### config.mk
export PLATFORM = sky130hd
export DESIGN_NAME = fsc_mul
export DESIGN_NICKNAME = d
export VERILOG_FILES = /design/src/sv/fsc_pkg.sv /design/src/sv/fsc_mul.sv
export SDC_FILE = /design/constraint.sdc
export NUM_CORES = 2
export LEC_CHECK = 0
export ABC_CLOCK_PERIOD_IN_PS = 15220
export BUFFER_PORTS_ARGS = -buffer_cell sky130_fd_sc_hd__buf_2
export CORE_MARGIN = 1
export CORE_UTILIZATION = 45
export DETAILED_ROUTE_END_ITERATION = 8
export SLEW_MARGIN = 20
export SYNTH_ARGS = -nofsm -noshare
export SYNTH_HDL_FRONTEND = slang
export SYNTH_SLANG_ARGS = --single-unit
### constraint.sdc
create_clock -name clk_i -period 15.22 [get_ports clk_i]
set_clock_uncertainty 0.15 [all_clocks]
set_input_delay 1.522 -clock clk_i [delete_from_list [all_inputs] [get_ports clk_i]]
set_output_delay 1.522 -clock clk_i [all_outputs]
set_load 0.02 [all_outputs]
### src/sv/fsc_pkg.sv
// Shared package of the frustum sphere culling block: word format, operation
// codes, the fixed-point rounding and saturation helpers and the plane rules.
// Depends on nothing.
package fsc_pkg;

  localparam int WORD_BITS = 32;
  localparam int FRAC_BITS = 16;
  localparam int PROD_BITS = 2 * WORD_BITS;
  localparam int QUOT_BITS = WORD_BITS + FRAC_BITS;
  localparam int ACC_BITS  = WORD_BITS + 3;
  localparam int REM_BITS  = WORD_BITS + 4;

  typedef logic signed [WORD_BITS-1:0] word_t;
  typedef logic [PROD_BITS-1:0] prod_t;
  typedef logic signed [ACC_BITS-1:0] acc_t;

  localparam logic [1:0] OP_LOAD_VIEW = 2'd0;
  localparam logic [1:0] OP_LOAD_PROJ = 2'd1;
  localparam logic [1:0] OP_TEST      = 2'd2;

  // Control from the sequencer to the shared divide / square root unit.
  typedef struct packed {
    logic start;
    logic is_sqrt;
  } ds_ctl_t;

  localparam acc_t ACC_MAX = acc_t'({1'b0, {(WORD_BITS-1){1'b1}}});
  localparam acc_t ACC_MIN = -ACC_MAX - acc_t'(1);

  // Rounds a product magnitude to nearest (ties away from zero), saturates it
  // and applies the sign.
  function automatic word_t fx_round(prod_t p, logic neg);
    logic [PROD_BITS:0] s;
    logic [PROD_BITS:0] lim;
    s = ({1'b0, p} + ((PROD_BITS+1)'(1) << (FRAC_BITS - 1))) >> FRAC_BITS;
    lim = neg ? ((PROD_BITS+1)'(1) << (WORD_BITS - 1))
              : (((PROD_BITS+1)'(1) << (WORD_BITS - 1)) - (PROD_BITS+1)'(1));
    if (s > lim) s = lim;
    return neg ? word_t'(~s[WORD_BITS-1:0] + 1'b1) : word_t'(s[WORD_BITS-1:0]);
  endfunction

  function automatic word_t sat_acc(acc_t v);
    word_t r;
    if (v > ACC_MAX) r = ACC_MAX[WORD_BITS-1:0];
    else if (v < ACC_MIN) r = ACC_MIN[WORD_BITS-1:0];
    else r = v[WORD_BITS-1:0];
    return r;
  endfunction

  // Plane order: right, left, bottom, top, back, front.
  function automatic logic [1:0] plane_col(logic [2:0] p);
    return p[2:1];
  endfunction

  function automatic logic plane_add(logic [2:0] p);
    logic r;
    unique case (p)
      3'd1, 3'd2, 3'd5: r = 1'b1;
      default:          r = 1'b0;
    endcase
    return r;
  endfunction

endpackage

### src/sv/fsc_mul.sv
// Shared multiplier of the frustum culling block: magnitude product of two
// signed words with the product sign, registered. Depends on fsc_pkg.
module fsc_mul import fsc_pkg::*; (
  input  logic  clk_i,
  input  logic  en_i,
  input  word_t a_i,
  input  word_t b_i,
  output prod_t prod_o,
  output logic  neg_o
);

  logic [WORD_BITS-1:0] a_mag, b_mag;
  prod_t prod_d, prod_q;
  logic  neg_q;

  assign a_mag  = a_i[WORD_BITS-1] ? (~a_i + 1'b1) : a_i;
  assign b_mag  = b_i[WORD_BITS-1] ? (~b_i + 1'b1) : b_i;
  assign prod_d = prod_t'(a_mag) * prod_t'(b_mag);

  always_ff @(posedge clk_i) begin
    if (en_i) begin
      prod_q <= prod_d;
      neg_q  <= a_i[WORD_BITS-1] ^ b_i[WORD_BITS-1];
    end
  end

  assign prod_o = prod_q;
  assign neg_o  = neg_q;

endmodule

==> results_dict.tcl <==
set metrics [dict create \
    synth_area_leaders "fa_1, inv_1, ha_1" \
    ys_ff_latch 65 \
    syn_avg_cell_area_sq_um 8.89 \
    yosysUniqueCellTypes 74 \
    viasPerCell 5.51 \
    syn_nets 5252 \
    ys.flop_type "edfxtp_1" \
    die-area_sq_mm 0.0806 \
    tightest_slew_ps 1150 \
    setup_viol 0 \
    grt_max_degree 66 \
    wire_per_inst_um 23.3 \
    slew_viol_final 0 \
    antenna_found_initial 0 \
    grt_first_pass_wirelength_mm 180 \
    crit_top_cell "fa_1" \
    areaGrowthSynthToFinish_pct 8.11 \
    min_period_ps 13020 \
    start_kind "input pin" \
    clock-sinks 65 \
    dr_total_vias 28272 \
    critPathArrivalTime_ps 13040 \
    slew_headroom 0.228 \
    postSynthCellCount 4025 \
    place.gp.congestion 0.941 \
    drt_iter0_markers 2307 \
    ctsHoldBuffers 0 \
    die_w_um 284 \
    cts_tree "yes" \
    drc_errors 0 \
    fmax_mhz 76.8 \
    clock-root-buffer "clkbuf_16" \
    final_nets 5306 \
    syn_area_sq_mm 0.0358 \
    synthArstFlopShare 0 \
    slowest_delay_ps 880 \
    h-tree-depth 3 \
    synth.largest_area_cell "fa_1" \
    clk_pin_slew_ps 60 \
    worstHoldPathType "in -> reg" \
    min_from "en_i" \
    drtPass1Iterations 5 \
    grt_pass1_vias 29463 \
    top_level_ports 131 \
    synth-edff-count 65 \
    whs_endpoint "prod_o[18]" \
    ys_seq_area_frac 0.0546 \
    port_buffers 130 \
    hpwlAfterDp_mm 95.9 \
    hold_viol 0 \
    clockBufferDepth 2 \
    crit_path_end_kind "flip-flop" \
    fill_cells 7716 \
    path_max_fanout 22 \
    num_rows 103 \
    drv_cap 0 \
    cts_buffers 9 \
    drt-total-wl_mm 119 \
    worst_path_max_delay_cell "nor4_1" \
    finalCritPeriodShare 0.855 \
    post_cts_buffers 0 \
    drive_above_1_share 0.0813 \
    cts.repair.resized 0 \
    yosys_warnings 0 \
    min_path_cells 2 \
    detail-route-antenna-nets 0 \
    tns_ps 0 \
    crit_required_ps 15240 \
    synthDominantCellAreaShare 0.501 \
    crit_type "in -> reg" \
    status "finished, final reports clean" \
    start_util 0.454 \
    die_h_um 284 \
    fp.coreArea_sq_mm 0.0789 \
    rsz0062_at_grt "false" \
    grtUsageTotal 0.302 \
    grt.overflow.total 0 \
]
==> area by class of cell <==
cell class	count	area, sq um	share of cell area
clock inverters	7	46.3	0.00120
diodes	1	2.50	0.0000647
repair buffers	232	1410	0.0366
well taps	1050	1310	0.0340
multi-input cells	2879	30400	0.785
clock buffers	9	225	0.00582
inverters	892	3350	0.0866
flip-flops and latches	65	1950	0.0505
==> worst max path at each step <==
stage	startpoint	depth (start not counted)	slack, ps	endpoint
final	b_i[0]	31	2200	prod_o[50]
after global routing	b_i[0]	31	1920	prod_o[50]
after CTS	b_i[0]	31	2600	prod_o[50]
after detailed placement	b_i[0]	31	2270	prod_o[54]
after global placement	b_i[0]	28	1930	prod_o[52]
after floorplan	b_i[0]	31	4390	prod_o[52]
==> cell usage in the layout (no fill, tap or decap), types with 47 or more instances in the layout <==
cell / instances
fa_1: 896
inv_1: 891
nor2_1: 599
nand2_1: 544
ha_1: 265
buf_2: 131
buf_4: 101
a21oi_1: 74
xnor2_1: 68
edfxtp_1: 65
o21ai_0: 57
xor2_1: 47
==> routing by layer <==
layer	global-route usage	vias to the layer above	part of all wire
met1	0.389	14645	0.38
met5	0	-	0
met2	0.483	1313	0.46
met4	0.188	0	0.077
li1	-	11985	-
met3	0.0431	329	0.082
==> critical path, delay by kind of cell <==
family	cells	cell delay, ps
AOI/OAI and AO/OA	5	2000
buffers and inverters	5	890
and+or+nand+nor	10	3230
xor gates and xnor gates	1	830
adders and majority gates	10	4530
==> cell families after synthesis <==
kind of cell    share of synthesized area
mux                              0.000280
xor+xnor                           0.0429
flops                              0.0546
simple gates                        0.145
buf+inv                             0.114
fa+ha+maj                           0.594
compound gates                     0.0490
==> through the flow <==
stage / hold slack, ps / utilization / setup WS [ps] / area (sq um) / instances
final: 1760 / 0.490 / 2200 / 38700 / 5135
after floorplan: 1480 / - / 4390 / 35800 / 4025
after global routing: 1810 / 0.490 / 1920 / 38700 / 5134
after CTS: 1780 / 0.490 / 2600 / 38700 / 5134
after detailed placement: 1810 / 0.487 / 2270 / 38400 / 5118
after global placement: 1810 / 0.487 / 1930 / 38400 / 5117
==> cell usage after synthesis, types with 3 or more instances <==
master,n
o21ai_0,57
ha_1,265
o21bai_1,8
a41oi_1,3
and3_1,6
buf_2,9
a221oi_1,3
o2111ai_1,4
nand2_1,544
xor2_1,76
o221ai_1,3
and2_1,19
clkbuf_1,174
o211ai_1,6
nor2_1,600
o31a_1,7
nor4_1,5
a31oi_1,9
nor2b_1,3
o31ai_1,9
nand4_1,27
a21o_1,28
nand2b_1,6
or4_1,8
o41ai_1,5
o21a_1,14
edfxtp_1,65
or2_2,8
nand3_1,15
a311oi_1,4
fa_1,896
xnor2_1,90
nor3_1,16
a21oi_1,74
o21ai_1,3
a21boi_0,5
or3_1,9
xor2_2,3
inv_1,891
a211oi_1,3
==> registers in the layout, indices dropped and copies added (netlist names) <==
name and flops:
prod_o 64, neg_o 1
Power is not shown: default switching activity piles up to over one toggle a cycle in this logic, so the estimate is an artifact.
