$ cat config.mk
export PLATFORM = sky130hd
export DESIGN_NAME = fsc_divsqrt
export DESIGN_NICKNAME = d
export VERILOG_FILES = /design/src/sv/fsc_pkg.sv /design/src/sv/fsc_divsqrt.sv
export SDC_FILE = /design/constraint.sdc
export NUM_CORES = 1
export LEC_CHECK = 0
export BUFFER_PORTS_ARGS = -buffer_cell sky130_fd_sc_hd__clkbuf_2
export CAP_MARGIN = 10
export CORE_MARGIN = 4
export CORE_UTILIZATION = 30
export CTS_CLUSTER_DIAMETER = 40
export CTS_CLUSTER_SIZE = 25
export DETAILED_ROUTE_END_ITERATION = 12
export GPL_ROUTABILITY_DRIVEN = 0
export HOLD_SLACK_MARGIN = 0.15
export PLACE_DENSITY = 0.6
export SETUP_SLACK_MARGIN = 0.2
export SYNTH_ARGS = -nofsm -noshare
export SYNTH_HDL_FRONTEND = slang
export SYNTH_SLANG_ARGS = --single-unit
$ cat constraint.sdc
create_clock -name clk_i -period 10.4 [get_ports clk_i]
set_clock_uncertainty 0.2 [all_clocks]
set_input_delay 1.04 -clock clk_i [delete_from_list [all_inputs] [get_ports clk_i]]
set_output_delay 1.04 -clock clk_i [all_outputs]
set_load 0.005 [all_outputs]
$ cat src/sv/fsc_pkg.sv
// Shared package of the frustum sphere culling block: word format, operation
// codes, the fixed-point rounding and saturation helpers and the plane rules.
// Depends on nothing.
package fsc_pkg;

  localparam int WORD_BITS = 32;
  localparam int FRAC_BITS = 16;
  localparam int PROD_BITS = 2 * WORD_BITS;
  localparam int QUOT_BITS = WORD_BITS + FRAC_BITS;
  localparam int ACC_BITS  = WORD_BITS + 3;
  localparam int REM_BITS  = WORD_BITS + 4;

  typedef logic signed [WORD_BITS-1:0] word_t;
  typedef logic [PROD_BITS-1:0] prod_t;
  typedef logic signed [ACC_BITS-1:0] acc_t;

  localparam logic [1:0] OP_LOAD_VIEW = 2'd0;
  localparam logic [1:0] OP_LOAD_PROJ = 2'd1;
  localparam logic [1:0] OP_TEST      = 2'd2;

  // Control from the sequencer to the shared divide / square root unit.
  typedef struct packed {
    logic start;
    logic is_sqrt;
  } ds_ctl_t;

  localparam acc_t ACC_MAX = acc_t'({1'b0, {(WORD_BITS-1){1'b1}}});
  localparam acc_t ACC_MIN = -ACC_MAX - acc_t'(1);

  // Rounds a product magnitude to nearest (ties away from zero), saturates it
  // and applies the sign.
  function automatic word_t fx_round(prod_t p, logic neg);
    logic [PROD_BITS:0] s;
    logic [PROD_BITS:0] lim;
    s = ({1'b0, p} + ((PROD_BITS+1)'(1) << (FRAC_BITS - 1))) >> FRAC_BITS;
    lim = neg ? ((PROD_BITS+1)'(1) << (WORD_BITS - 1))
              : (((PROD_BITS+1)'(1) << (WORD_BITS - 1)) - (PROD_BITS+1)'(1));
    if (s > lim) s = lim;
    return neg ? word_t'(~s[WORD_BITS-1:0] + 1'b1) : word_t'(s[WORD_BITS-1:0]);
  endfunction

  function automatic word_t sat_acc(acc_t v);
    word_t r;
    if (v > ACC_MAX) r = ACC_MAX[WORD_BITS-1:0];
    else if (v < ACC_MIN) r = ACC_MIN[WORD_BITS-1:0];
    else r = v[WORD_BITS-1:0];
    return r;
  endfunction

  // Plane order: right, left, bottom, top, back, front.
  function automatic logic [1:0] plane_col(logic [2:0] p);
    return p[2:1];
  endfunction

  function automatic logic plane_add(logic [2:0] p);
    logic r;
    unique case (p)
      3'd1, 3'd2, 3'd5: r = 1'b1;
      default:          r = 1'b0;
    endcase
    return r;
  endfunction

endpackage

$ cat src/sv/fsc_divsqrt.sv
// Shared iterative unit of the frustum culling block: restoring division
// (one quotient bit a cycle) or integer square root (one root bit a cycle).
// Depends on fsc_pkg.
module fsc_divsqrt import fsc_pkg::*; (
  input  logic                 clk_i,
  input  logic                 rst_ni,
  input  ds_ctl_t              ctl_i,
  input  prod_t                num_i,
  input  logic [WORD_BITS-1:0] den_i,
  output logic                 done_o,
  output logic [QUOT_BITS-1:0] res_o
);

  logic                 run_q, sqrt_q, done_q;
  logic [5:0]           cnt_q;
  prod_t                sh_q;
  logic [REM_BITS-1:0]  rem_q, r2, trial, rem_d;
  logic [QUOT_BITS-1:0] res_q, res_d;
  logic                 take;

  always_comb begin
    if (sqrt_q) begin
      r2    = {rem_q[REM_BITS-3:0], sh_q[PROD_BITS-1 -: 2]};
      trial = {2'b00, res_q[WORD_BITS-1:0], 2'b01};
    end else begin
      r2    = {rem_q[REM_BITS-2:0], sh_q[PROD_BITS-1]};
      trial = REM_BITS'(den_i);
    end
    take  = (r2 >= trial);
    rem_d = take ? (r2 - trial) : r2;
    res_d = {res_q[QUOT_BITS-2:0], take};
  end

  always_ff @(posedge clk_i or negedge rst_ni) begin
    if (!rst_ni) begin
      run_q  <= 1'b0;
      done_q <= 1'b0;
      cnt_q  <= '0;
    end else begin
      done_q <= 1'b0;
      if (ctl_i.start) begin
        run_q <= 1'b1;
        cnt_q <= ctl_i.is_sqrt ? 6'(WORD_BITS - 1) : 6'(QUOT_BITS - 1);
      end else if (run_q) begin
        cnt_q <= cnt_q - 6'd1;
        if (cnt_q == '0) begin
          run_q  <= 1'b0;
          done_q <= 1'b1;
        end
      end
    end
  end

  always_ff @(posedge clk_i) begin
    if (ctl_i.start) begin
      sqrt_q <= ctl_i.is_sqrt;
      sh_q   <= num_i;
      rem_q  <= '0;
      res_q  <= '0;
    end else if (run_q) begin
      sh_q  <= sqrt_q ? (sh_q << 2) : (sh_q << 1);
      rem_q <= rem_d;
      res_q <= res_d;
    end
  end

  assign done_o = done_q;
  assign res_o  = res_q;

endmodule

==> results of run 1 <==
area by class of cell:
type,instances,area (µm²),share of cell area [%]
Antenna cell,1,2.50,0.0225
Clock buffer,18,429,3.86
Clock inverter,14,169,1.52
Inverter,14,52.6,0.473
Multi-Input combinational cell,761,5350,48.1
Sequential cell,156,3820,34.4
Tap cell,396,495,4.46
Timing Repair Buffer,155,800,7.19
logic make-up after synthesis:
kind of cell	Yosys count	synth area share [%]
XOR/XNOR	32	2.95
adder cells (fa/ha/maj)	37	4.96
buffers and inverters	76	3.43
AO/OA/AOI/OAI	228	15.5
AND/OR/NAND/NOR	275	12.5
multiplexers	189	20.5
flip-flops	156	40.2
stage by stage:
step           area [µm²]  power, W  hold WS, ps  worst slack [ps]
2_1_floorplan        9490   0.00182          248              5820
3_3_place_gp        10500   0.00203          271              5480
3_5_place_dp        10500   0.00204          271              5350
4_1_cts             11100   0.00271          230              5340
5_1_grt             11100   0.00290          244              4950
6_report            11100   0.00269          250              5390
cell usage after synthesis, types with 3 or more instances:
library cell,number,area share (%)
clkbuf_1,37,1.5
nor3_1,7,0.37
mux2_2,34,4.0
inv_1,14,0.55
o21bai_1,3,0.24
and3_1,8,0.53
nor2_1,106,4.2
a21oi_1,56,3.0
nand3_1,13,0.69
o21ai_0,87,4.6
nand2_1,106,4.2
xor2_1,12,1.1
edfxtp_1,65,21
o211ai_1,4,0.32
mux2i_1,152,16
nor2b_1,3,0.20
buf_2,14,0.74
ha_1,36,4.7
a211oi_1,26,2.1
or3_1,3,0.20
nand2b_1,7,0.46
or2_2,4,0.26
a21o_1,18,1.4
o21a_1,4,0.32
buf_1,8,0.32
and2_1,6,0.40
dfxtp_1,83,18
nand4_1,6,0.40
a21oi_2,4,0.37
dfrtp_1,8,2.1
xnor2_1,20,1.8
worst register-to-register path, stage by stage (launching register included):
cell and delay (ps):
edfxtp_1 350, buf_4 430, buf_4 610, mux2_2 440
ha_1 420, nand2_1 100, o21ai_0 240, a21oi_2 120
o221ai_4 270, a21oi_4 120, o221ai_4 250, o21a_1 760
mux2_1 390, mux2i_1 130, nor2_1 50
report_power, final:
group	internal [W]	leakage (nW)	switching, W	total [W]
sequential	0.000731	1.48	0.0000581	0.000789
clock	0.000364	0.292	0.000287	0.000651
combinational	0.000556	3.49	0.000689	0.00125
state kept, by name, summed over array words and instances, names as in the netlist:
register	flops
sh_q	64
rem_q	35
run_q	1
cnt_q	6
done_o	1
res_o	48
sqrt_q	1
routing by layer:
metal / global-route usage (%) / vias up / wire (µm)
met3: 3.01 / 16 / 914
met5: 0 / - / 0
met1: 18.3 / 3478 / 11300
li1: - / 3815 / -
met4: 3.76 / 0 / 239
met2: 20.4 / 141 / 10500
path summary, 6_finish.rpt:
check	startpoint	endpoint	cells after the start
setup / recovery	sqrt_q	rem_q[23]	14
hold / removal	rst_ni	done_o	1
setup reg to reg	sqrt_q	rem_q[23]	14
hold reg to reg	rem_q[13]	rem_q[13]	2
max in group asynchronous	rst_ni	run_q	1
min in group clk_i	rem_q[13]	rem_q[13]	2
==> impl_metrics.tcl, run 1 <==
set metrics [dict create \
    finalNonFillerCells 1515 \
    grt-ovfl-total 0 \
    critPathBufInv 2 \
    cts.clk_slew.worst_paths_ps 70 \
    cp.required_ps 10490 \
    final_common_cell "mux2i_1" \
    setup_violations 0 \
    synth_area_mm2 0.00949 \
    fin_crit_ps 5010 \
    postRouteAntennaNets 0 \
    io_pins 149 \
    die_x_um 186 \
    powerDensity_mw_per_mm2 242 \
    drt_iter0_drc 447 \
    crit_type "register to register" \
    grt_max_degree 131 \
    vias 7450 \
    utilization_pct 36.0 \
    period_share_pct 48.1 \
    cts_setup_buffers 0 \
    clock_latency_ps 430 \
    remaining_drc_errors 0 \
    core_mm2 0.0309 \
    startpoint_type "register" \
    cts-root-buf "clkbuf_16" \
    port_buffers 148 \
    synth_edf_count 65 \
    final_cell_mix "mux2i_1, clkbuf_2, nand2_1, nor2_1, o21ai_0" \
    rsz0062_at_grt "no" \
    worstPathCellList "buf_4 > buf_4 > mux2_2 > ha_1 > nand2_1 > o21ai_0 > a21oi_2 > o221ai_4 > a21oi_4 > o221ai_4 > o21a_1 > mux2_1 > mux2i_1 > nor2_1" \
    antenna_found_initial 1 \
    max_freq_ghz 0.200 \
    cp_slowest_cell "o21a_1" \
    syn-num-nets 1130 \
    hold_class "input pin to asynchronous set/reset pin" \
    nets 1242 \
    async_flop_share_pct 5.13 \
    placed_cells 1482 \
    dp_hpwl_um 16100 \
    slew_headroom_pct 31.1 \
    seq_area_frac_synth_pct 40.2 \
    postCtsHoldBufs 0 \
    start_util_pct 30.7 \
    finalMaxSlewViolations 0 \
    cts_resized 0 \
    synth_ff_type "dfxtp_1" \
    grt_pass1_vias 7346 \
    max_slew.worst_pin.slew_ps 1030 \
    syn_avg_cell_area_um2 9.55 \
    synth_seq_cells 156 \
    yosysUniqueCellTypes 62 \
    cts_tree "yes" \
    htreeDepth 4 \
    peakVddDrop_mv 0.157 \
    clkSinkCount 156 \
    syn_to_final_growth_pct 17.1 \
    slowest_delay_ps 760 \
    drive_gt1_share_pct 21.7 \
    nFillCells 3218 \
    status "finished clean" \
    cellLeakagePower_nw 5.26 \
    crit_family "compound AO/OA/AOI/OAI gates" \
    firstDrtPassIters 5 \
    cts_buffers 17 \
    timing.setup.tns_ps 0 \
    viasPerCell 4.92 \
    drv_cap 0 \
    worstPathMaxFanout 38 \
    wl_per_cell_um 15.2 \
    dieArea_mm2 0.0345 \
    fp-row-count 64 \
    synth_cells 993 \
    hold_viol 0 \
    critPathArrivalTime_ps 5100 \
    fp.dieH_um 186 \
    r2r_slack_ps 5390 \
    end_kind "register" \
    clockBufferDepth 2 \
    grt_util_all_layers_pct 13.1 \
    grt_pass1_wl_um 36800 \
    wirelength_um 23000 \
    ys_warn_count 0 \
]
(Power assumes the default switching activity.)
==> run 2, diff against run 1 <==
--- a/config.mk
+++ b/config.mk
@@ -5,6 +5,7 @@
 export SDC_FILE = /design/constraint.sdc
 export NUM_CORES = 1
 export LEC_CHECK = 0
+export ABC_AREA = 1
 export BUFFER_PORTS_ARGS = -buffer_cell sky130_fd_sc_hd__clkbuf_2
 export CAP_MARGIN = 10
 export CORE_MARGIN = 4
@@ -14,7 +15,7 @@
 export DETAILED_ROUTE_END_ITERATION = 12
 export GPL_ROUTABILITY_DRIVEN = 0
 export HOLD_SLACK_MARGIN = 0.15
-export PLACE_DENSITY = 0.6
+export PLACE_DENSITY = 0.59
 export SETUP_SLACK_MARGIN = 0.2
 export SYNTH_ARGS = -nofsm -noshare
 export SYNTH_HDL_FRONTEND = slang
==> constraint.sdc (replaced) <==
create_clock -name clk_i -period 4.7 [get_ports clk_i]
set_clock_uncertainty 0.2 [all_clocks]
set_input_delay 0.47 -clock clk_i [delete_from_list [all_inputs] [get_ports clk_i]]
set_output_delay 0.47 -clock clk_i [all_outputs]
set_load 0.005 [all_outputs]
==> impl_metrics.tcl, run 2 <==
set metrics [dict create \
    status "finished clean" \
    syn_avg_cell_area_um2 6.92 \
    synth_seq_cells 156 \
    max_freq_ghz 0.275 \
    synth_cells 1434 \
    grt_util_all_layers_pct 15.7 \
    yosys.area_share.simple_pct 29.3 \
    core_mm2 0.0325 \
    synth_xor_area_share_pct 1.50 \
    slew_headroom_pct 24.1 \
    cts_setup_buffers 0 \
    cts-root-buf "clkbuf_16" \
    fp-row-count 66 \
    clockBufferDepth 2 \
    synth_top_family_by_area "simple AND/OR/NAND/NOR gates" \
    synth_area_mm2 0.00992 \
    synth_edf_count 65 \
    synthTopCellsByArea "edfxtp_1, dfxtp_1, nand2_1" \
    fin_crit_ps 3640 \
    finalMaxSlewViolations 0 \
    drv_cap 0 \
    fp.dieH_um 190 \
    cp_slowest_cell "fa_1" \
    grt_max_degree 116 \
    period_share_pct 77.4 \
    dp_hpwl_um 20800 \
    placed_area_mm2 0.0110 \
    slowest_delay_ps 450 \
    remaining_drc_errors 0 \
    fin_ws_ps 1060 \
    startpoint_type "register" \
    synth_adder_area_share_pct 4.74 \
    nets 1691 \
    drive_gt1_share_pct 15.5 \
    critPathArrivalTime_ps 3800 \
    max_slew.worst_pin.slew_ps 1140 \
    end_kind "register" \
    grt-ovfl-total 0 \
    syn_to_final_growth_pct 17.5 \
    synthMuxAreaShare_pct 0.101 \
    port_buffers 148 \
    finalNonFillerCells 2009 \
    totalPowerFinal_w 0.00548 \
    hold_class "input pin to register" \
    wirelength_um 28600 \
    n_antenna_cell 0 \
    grt_pass1_wl_um 46600 \
    postRouteAntennaNets 0 \
    viasPerCell 4.76 \
    critPathBufInv 2 \
    dieArea_mm2 0.0360 \
    synth_top_cell_by_area "edfxtp_1" \
    drt_iter0_drc 684 \
    cts_buffers 17 \
    syn-num-nets 1571 \
    grt_pass1_vias 9087 \
    start_util_pct 30.5 \
    post-place-ws_ps 1060 \
    synth_compound_area_share_pct 16.1 \
    peakVddDrop_mv 0.261 \
    largest_reg_flops 64 \
    hold_viol 0 \
    cp.required_ps 4860 \
    cts.clk_slew.worst_paths_ps 70 \
    setup_violations 0 \
    cellLeakagePower_nw 5.42 \
    ys_warn_count 0 \
    final_common_cell "nand2_1" \
    yosysUniqueCellTypes 49 \
    powerDensity_mw_per_mm2 471 \
    antenna_found_initial 0 \
    placed_cells 1966 \
    synthTopCellsByCount "nand2_1, inv_1, a21oi_1" \
    nFillCells 3557 \
    timing.setup.tns_ps 0 \
    clkSinkCount 156 \
    async_flop_share_pct 5.13 \
    rsz0062_at_grt "no" \
    cts_tree "yes" \
    yosysMostFrequentCell "nand2_1" \
    finalInstanceArea_mm2 0.0117 \
    crit_type "register to register" \
    wl_per_cell_um 14.2 \
    firstDrtPassIters 8 \
    worstPathMaxFanout 115 \
    largest_register "sh_q" \
    seq_area_frac_synth_pct 38.5 \
    crit_family "simple AND/OR/NAND/NOR gates" \
    synth_top_area_share_pct 19.7 \
    vias 9554 \
    htreeDepth 4 \
    worstPathCellList "buf_12 > mux2i_1 > ha_1 > inv_1 > fa_1 > nand3_1 > nand3_2 > nand3_1 > nand3_2 > nand2_1 > nand2_2 > nand2_4 > nand2_4 > nor2_4 > nand2_1 > a21oi_1" \
    io_pins 149 \
    die_x_um 190 \
    final_cell_mix "nand2_1, inv_1, a21oi_1" \
    clock_latency_ps 440 \
    synth_ff_type "dfxtp_1" \
]
==> run 2: changes by cell type in the layout (fill, tap and decap cells not counted), sizes merged, moves of 17 or more <==
cell and change:
a211oi -27, a21o -17, a21oi +95, inv +157, mux2 -37, mux2i -151, nand2 +318, nand3 +85
nor2 +22, o22ai +45, xnor2 -19
==> run 2: per-layer routing <==
| layer | GRT usage, % | up-vias | part of all wire (%) |
|---|---|---|---|
| li1 | - | 4935 | - |
| met1 | 21.0 | 4361 | 47 |
| met2 | 26.1 | 218 | 47 |
| met3 | 2.40 | 40 | 4.1 |
| met4 | 5.23 | 0 | 2.1 |
| met5 | 0 | - | 0 |
==> run 2: path summary, 6_finish.rpt <==
| kind | slack [ps] | startpoint | depth (start not counted) | end |
|---|---|---|---|---|
| worst max register to register | 1060 | sqrt_q | 16 | rem_q[2] |
| worst min register to register | 260 | rem_q[27] | 2 | rem_q[27] |
| worst max-delay path | 1060 | sqrt_q | 16 | rem_q[2] |
| max in group asynchronous | 3860 | rst_ni | 2 | cnt_q[1] |
| worst min-delay path | 160 | num_i[44] | 3 | sh_q[44] |
| min in group asynchronous | 250 | rst_ni | 2 | cnt_q[4] |
==> run 2: through the flow <==
step | hold slack (ps) | utilization (%)
6_report | 164 | 35.8
5_1_grt | 160 | 35.8
4_1_cts | 151 | 35.8
3_5_place_dp | 135 | 33.8
3_3_place_gp | 134 | 33.8
2_1_floorplan | -25.6 | -
==> run 2: cells by family (layout without fill, tap and decap cells) <==
logic type,count (synthesis),after routing
flip-flops,156,156
XOR/XNOR,17,17
AO/OA/AOI/OAI,297,297
multiplexers,1,1
adder cells (fa/ha/maj),37,37
AND/OR/NAND/NOR,682,682
buffers and inverters,244,377
==> run 2: worst min-delay path, stage by stage <==
cell,delay (ps)
clkbuf_2,70
nor2_1,30
a21oi_1,100
==> run 2: power breakdown <==
part / switching (W) / internal [W]
Combinational: 0.00159 / 0.000808
Clock: 0.000609 / 0.000732
Sequential: 0.000120 / 0.00162
Total: 0.00232 / 0.00316
==> run 2: cell type report <==
cell class,instances,area (µm²),share of cell area (%)
multi-input combinational,1034,5140,44.1
sequential,156,3810,32.7
timing repair buffer,167,923,7.93
inverter,178,673,5.78
tap,442,553,4.75
clock buffer,19,433,3.72
clock inverter,13,119,1.02
==> run 2: what timing repair did <==
item | 4_1_cts | 5_1_grt
hold buffers | 11 | 0
endpoints found under the hold margin | 18 | 0
endpoints found under the setup margin | 0 | 0
gates resized for setup | 0 | 0
